===== src/pufr_ram.sv =====
// ----------------------------------------------------------------------------
// pufr_ram
// Generic single-port RAM with a registered read.
// ----------------------------------------------------------------------------
module pufr_ram #(
	parameter int WIDTH = 8,
	parameter int DEPTH = 16
) (
	input  logic                     clk,
	input  logic                     we,
	input  logic [$clog2(DEPTH)-1:0] addr,
	input  logic [WIDTH-1:0]         wdata,
	output logic [WIDTH-1:0]         rdata
);

	logic [WIDTH-1:0] mem_q [DEPTH];

	always_ff @(posedge clk) begin
		if (we) begin
			mem_q[addr] <= wdata;
		end
		rdata <= mem_q[addr];
	end

endmodule


===== config.mk =====
export PLATFORM = sky130hd
export DESIGN_NAME = pufr_ram
export DESIGN_NICKNAME = d
export VERILOG_FILES = /design/src/pufr_ram.sv
export SDC_FILE = /design/constraint.sdc
export NUM_CORES = 1
export LEC_CHECK = 0
export BUFFER_PORTS_ARGS = -buffer_cell sky130_fd_sc_hd__clkbuf_2
export CAP_MARGIN = 10
export CORE_MARGIN = 2
export CORE_UTILIZATION = 35
export CTS_CLUSTER_DIAMETER = 100
export DETAILED_ROUTE_END_ITERATION = 16
export PLACE_DENSITY_LB_ADDON = 0.12
export SYNTH_ARGS = -nofsm -noshare
export SYNTH_HDL_FRONTEND = slang
export SYNTH_SLANG_ARGS = --single-unit

===== constraint.sdc =====
create_clock -name clk -period 2.1 [get_ports clk]
set_clock_uncertainty 0.1 [all_clocks]
set_input_delay 0.21 -clock clk [delete_from_list [all_inputs] [get_ports clk]]
set_output_delay 0.21 -clock clk [all_outputs]
set_load 0.02 [all_outputs]

-- Word-level counts from Yosys, hierarchy flattened
Memory sizes are Yosys's and may differ from the RTL's. A register that Yosys moved wholly into a read port is not among the register bits.
Index checks and enable logic that the tools add are counted.
- bits in writable memories: 128
- latch bits: 0
- memories: 1
- ROM bits: 0
- logic and storage cells: 3
- register bits after elaboration: 0
- output and inout port bits: 8
- input bits: 14
- memories (memory ; words ; width ; rd ports ; clocked after Yosys merged registers in ; write ports ; line ; RTL):
    mem_q ; 16 ; 8 ; 1 ; 1 ; 1 ; 16 ; logic [WIDTH-1:0] mem_q [DEPTH];
- bitwise logic cells: 0
- multiply operators: 0
- reductions and logical operators: 0
- multiplexer cells: 2
- add/subtract/negate cells: 0
- magnitude comparators: 0
- div/mod/pow operators: 0
- equality and inequality tests: 0
- shift-type cells: 0
- operators by type and width (kind ; number):
    1-bit two-way mux ; 2

-- Logic depth before layout (Yosys ltp)
- depth after elaboration: 2
- mapped depth: 5
- gate-level depth less buffers: 3

-- Least setup slack after synthesis
No wires, ideal clock.
- path type: in2reg
- start: input addr[2]
- end: memory mem_q[0][0], enable pin
- path buffers: 0
- required time: 1617 ps
- slack: 297 ps
- data arrival time: 1320 ps
- stages on the path: 2
- library setup time: 383 ps
- cells stage by stage: or3b_2 > nor3_1
- RTL lines (what ; line ; RTL):
    start, declared ; 11 ; input logic [$clog2(DEPTH)-1:0] addr,
    end, declared ; 16 ;
Straight into the memory's write port.

==> results by group <==
Outcome
  • Outcome: completed

Global routing
  • GRT Residual Overflow: 0
  • Initial antenna violation count: 0
  • Largest net degree at the start of global routing: 40
  • Vias in the first global route: 2494
  • Tot GR Track Use: 13.9%
  • First-pass GRT wire length: 15500 microns

STA
  • Setup-failing EPs final: 0
  • RSZ-0062 raised after global routing: no
  • Period minus WS final: 1460 ps
  • Slew Limit Fails: 0
  • Hold_ws: 133 ps
  • Fin. Hold Viols: 0
  • Slew HR: 50.6%
  • Worst Max-Slew Pin Slew: 740 ps
  • Fin crit share: 69.3%
  • Setup TNS: 0 ps
  • Maximum clock frequency: 687 MHz
  • Final worst setup slack: 645 ps

Floorplan
  • Core Area: 14000 sq um
  • Die Y: 124 microns
  • Die Area: 15500 sq um
  • Rows: 43
  • IO Pins: 22
  • Die W: 124 microns
  • Initial Util: 36.2%

Critical path
  • CP peak stage delay: 500 ps
  • Crit-path cells: mux4_2, a22oi_1, nand2_1
  • Startpoint type of the worst setup path: flip-flop
  • CP Capture Type: flip-flop
  • Cell family with most CP delay: multiplexers
  • WP buf/inv: 0
  • Max FO, Critical Path: 1
  • CP max stage cell: mux4_2
  • Worst Path Required: 2270 ps
  • Worst setup path class: flip-flop to flip-flop
  • CP Data Arrival Time: 1630 ps

Final layout
  • Most common cell after layout, fill and taps aside: edfxtp_1
  • Share of cells above drive strength 1: 35.7%
  • ANT cells: 0
  • Syn-to-layout area delta: 21.8%
  • Post-Route Utilization: 44.1%
  • NumNets Final: 295
  • Commonest non-fill, non-tap cells in the layout: edfxtp_1 (128), mux4_2 (32), clkbuf_2 (21)

Clock tree
  • Sink Count: 136
  • Total CTS buffers: 17
  • H-tree Lvls: 4
  • Post-CTS Setup Repair Bufs: 0
  • Worst skew pair latency: 410 ps
  • Worst-path clk slew: 50 ps
  • CTS root buf: clkbuf_16
  • Post_cts resized: 0
  • CTS Hold Bufs: 0
  • CTS tree: done
  • Clock tree buffer depth: 2

Synth
  • Seq cells post-synth: 136
  • Avg Cell Area, Syn: 22.0 sq um
  • Top post-synthesis cells by area: edfxtp_1 (76%), mux4_2 (14%), dfxtp_1 (3.2%), a22oi_1 (2.4%), nor2_1 (0.96%)
  • Post-Syn Nets: 244
  • Sequential cell area fraction in the yosys report: 79.0%
  • Mapped Cells: 230
  • Yosys cell types: 18
  • Synth area leader: edfxtp_1
  • Top cell type's share of synthesized area: 75.9%
  • Ys Warns: 0
  • Synthesized cell area: 5070 sq um

Route
  • Final wirelength: 9940 microns
  • Final ANT Viol Nets: 0
  • DR vias: 2368
  • Iter 0 DRT Violations: 188
  • DR vias/cell: 5.00
  • DRC: 0
  • TritonRoute pass-1 iters: 6
  • Wire per inst: 21.0 microns

Pwr
  • Leak: 2.06 nW
  • Worst VDD drop: 0.000926 V
  • Pwr dens: 1050 nW/um^2
  • Design Power: 0.00651 W

Place
  • DP HPWL: 6440 microns
  • Place WS: 286 ps
  • Routability cong.: 0.684
  • # port buffers: 21

Run
  • Number of max-cap violations: 0

Hold path
  • Hold/Removal Path Class: input pin to flip-flop
worst paths after layout:
path | startpoint | end | slack (ps) | cells after the start
max | mem_q[15][3] | rdata[3] | 640 | 3
min | wdata[5] | mem_q[5][5] | 130 | 1
max reg2reg | mem_q[15][3] | rdata[3] | 640 | 3
min reg2reg | mem_q[12][6] | rdata[6] | 560 | 3
per-layer routing:
metal / wire length, microns / vias up / track usage (%) / share of wire [%]
met3: 278 / 13 / 3.52 / 2.8
met4: 162 / 0 / 6.15 / 1.6
li1: - / 1064 / - / -
met5: 0 / - / 0 / 0
met2: 4700 / 39 / 20.8 / 47
met1: 4800 / 1252 / 19.2 / 48
Yosys cell counts:
cell        n
edfxtp_1  128
mux4_2     32
a22oi_1    16
nor2_1     13
nand2_1     9
dfxtp_1     8
buf_1       4
nor3_1      4
buf_2       2
buf_6       2
clkbuf_1    2
nand2b_1    2
nand3b_1    2
nor2b_1     2
and2_1      1
clkbuf_2    1
nand3_1     1
or3b_2      1
worst reg2reg max path, delay by kind of cell (launching register included):
| kind | cells | cell delay, ps |
|---|---|---|
| DFF | 1 | 360 |
| AOI/OAI and AO/OA | 1 | 230 |
| muxes | 1 | 500 |
| and+or+nand+nor | 1 | 130 |
final cells by class:
cell class	instances	area [sq um]
clock buffer	25	505
tap	180	225
timing repair buffer	43	295
sequential	136	4000
clock inverter	7	138
fill	1229	7820
multi-input combinational	83	1000
state kept, by name, summed over array words and instances (netlist names):
register / cells
mem_q: 128
rdata: 8
through the flow:
step                instance area [sq um]  cells
detailed placement                   5530    442
finish                               6170    474
global route                         6170    474
global placement                     5530    442
CTS                                  6170    474
floorplan                            5070    230
report_power, final:
group	switching (W)	total (W)	internal, W
Sequential	0.0000206	0.00306	0.00304
Clock	0.00100	0.00314	0.00214
Combinational	0.000183	0.000307	0.000124
Total	0.00120	0.00651	0.00530
logic make-up after synthesis:
group	count (synthesis)	share of synthesized area, %
AND/OR/NAND/NOR	35	3.21
multiplexers	32	14.2
buffers and inverters	11	1.19
AO/OA/AOI/OAI	16	2.37
flip-flops	136	79.0
Power figures use the tool's default switching activity.
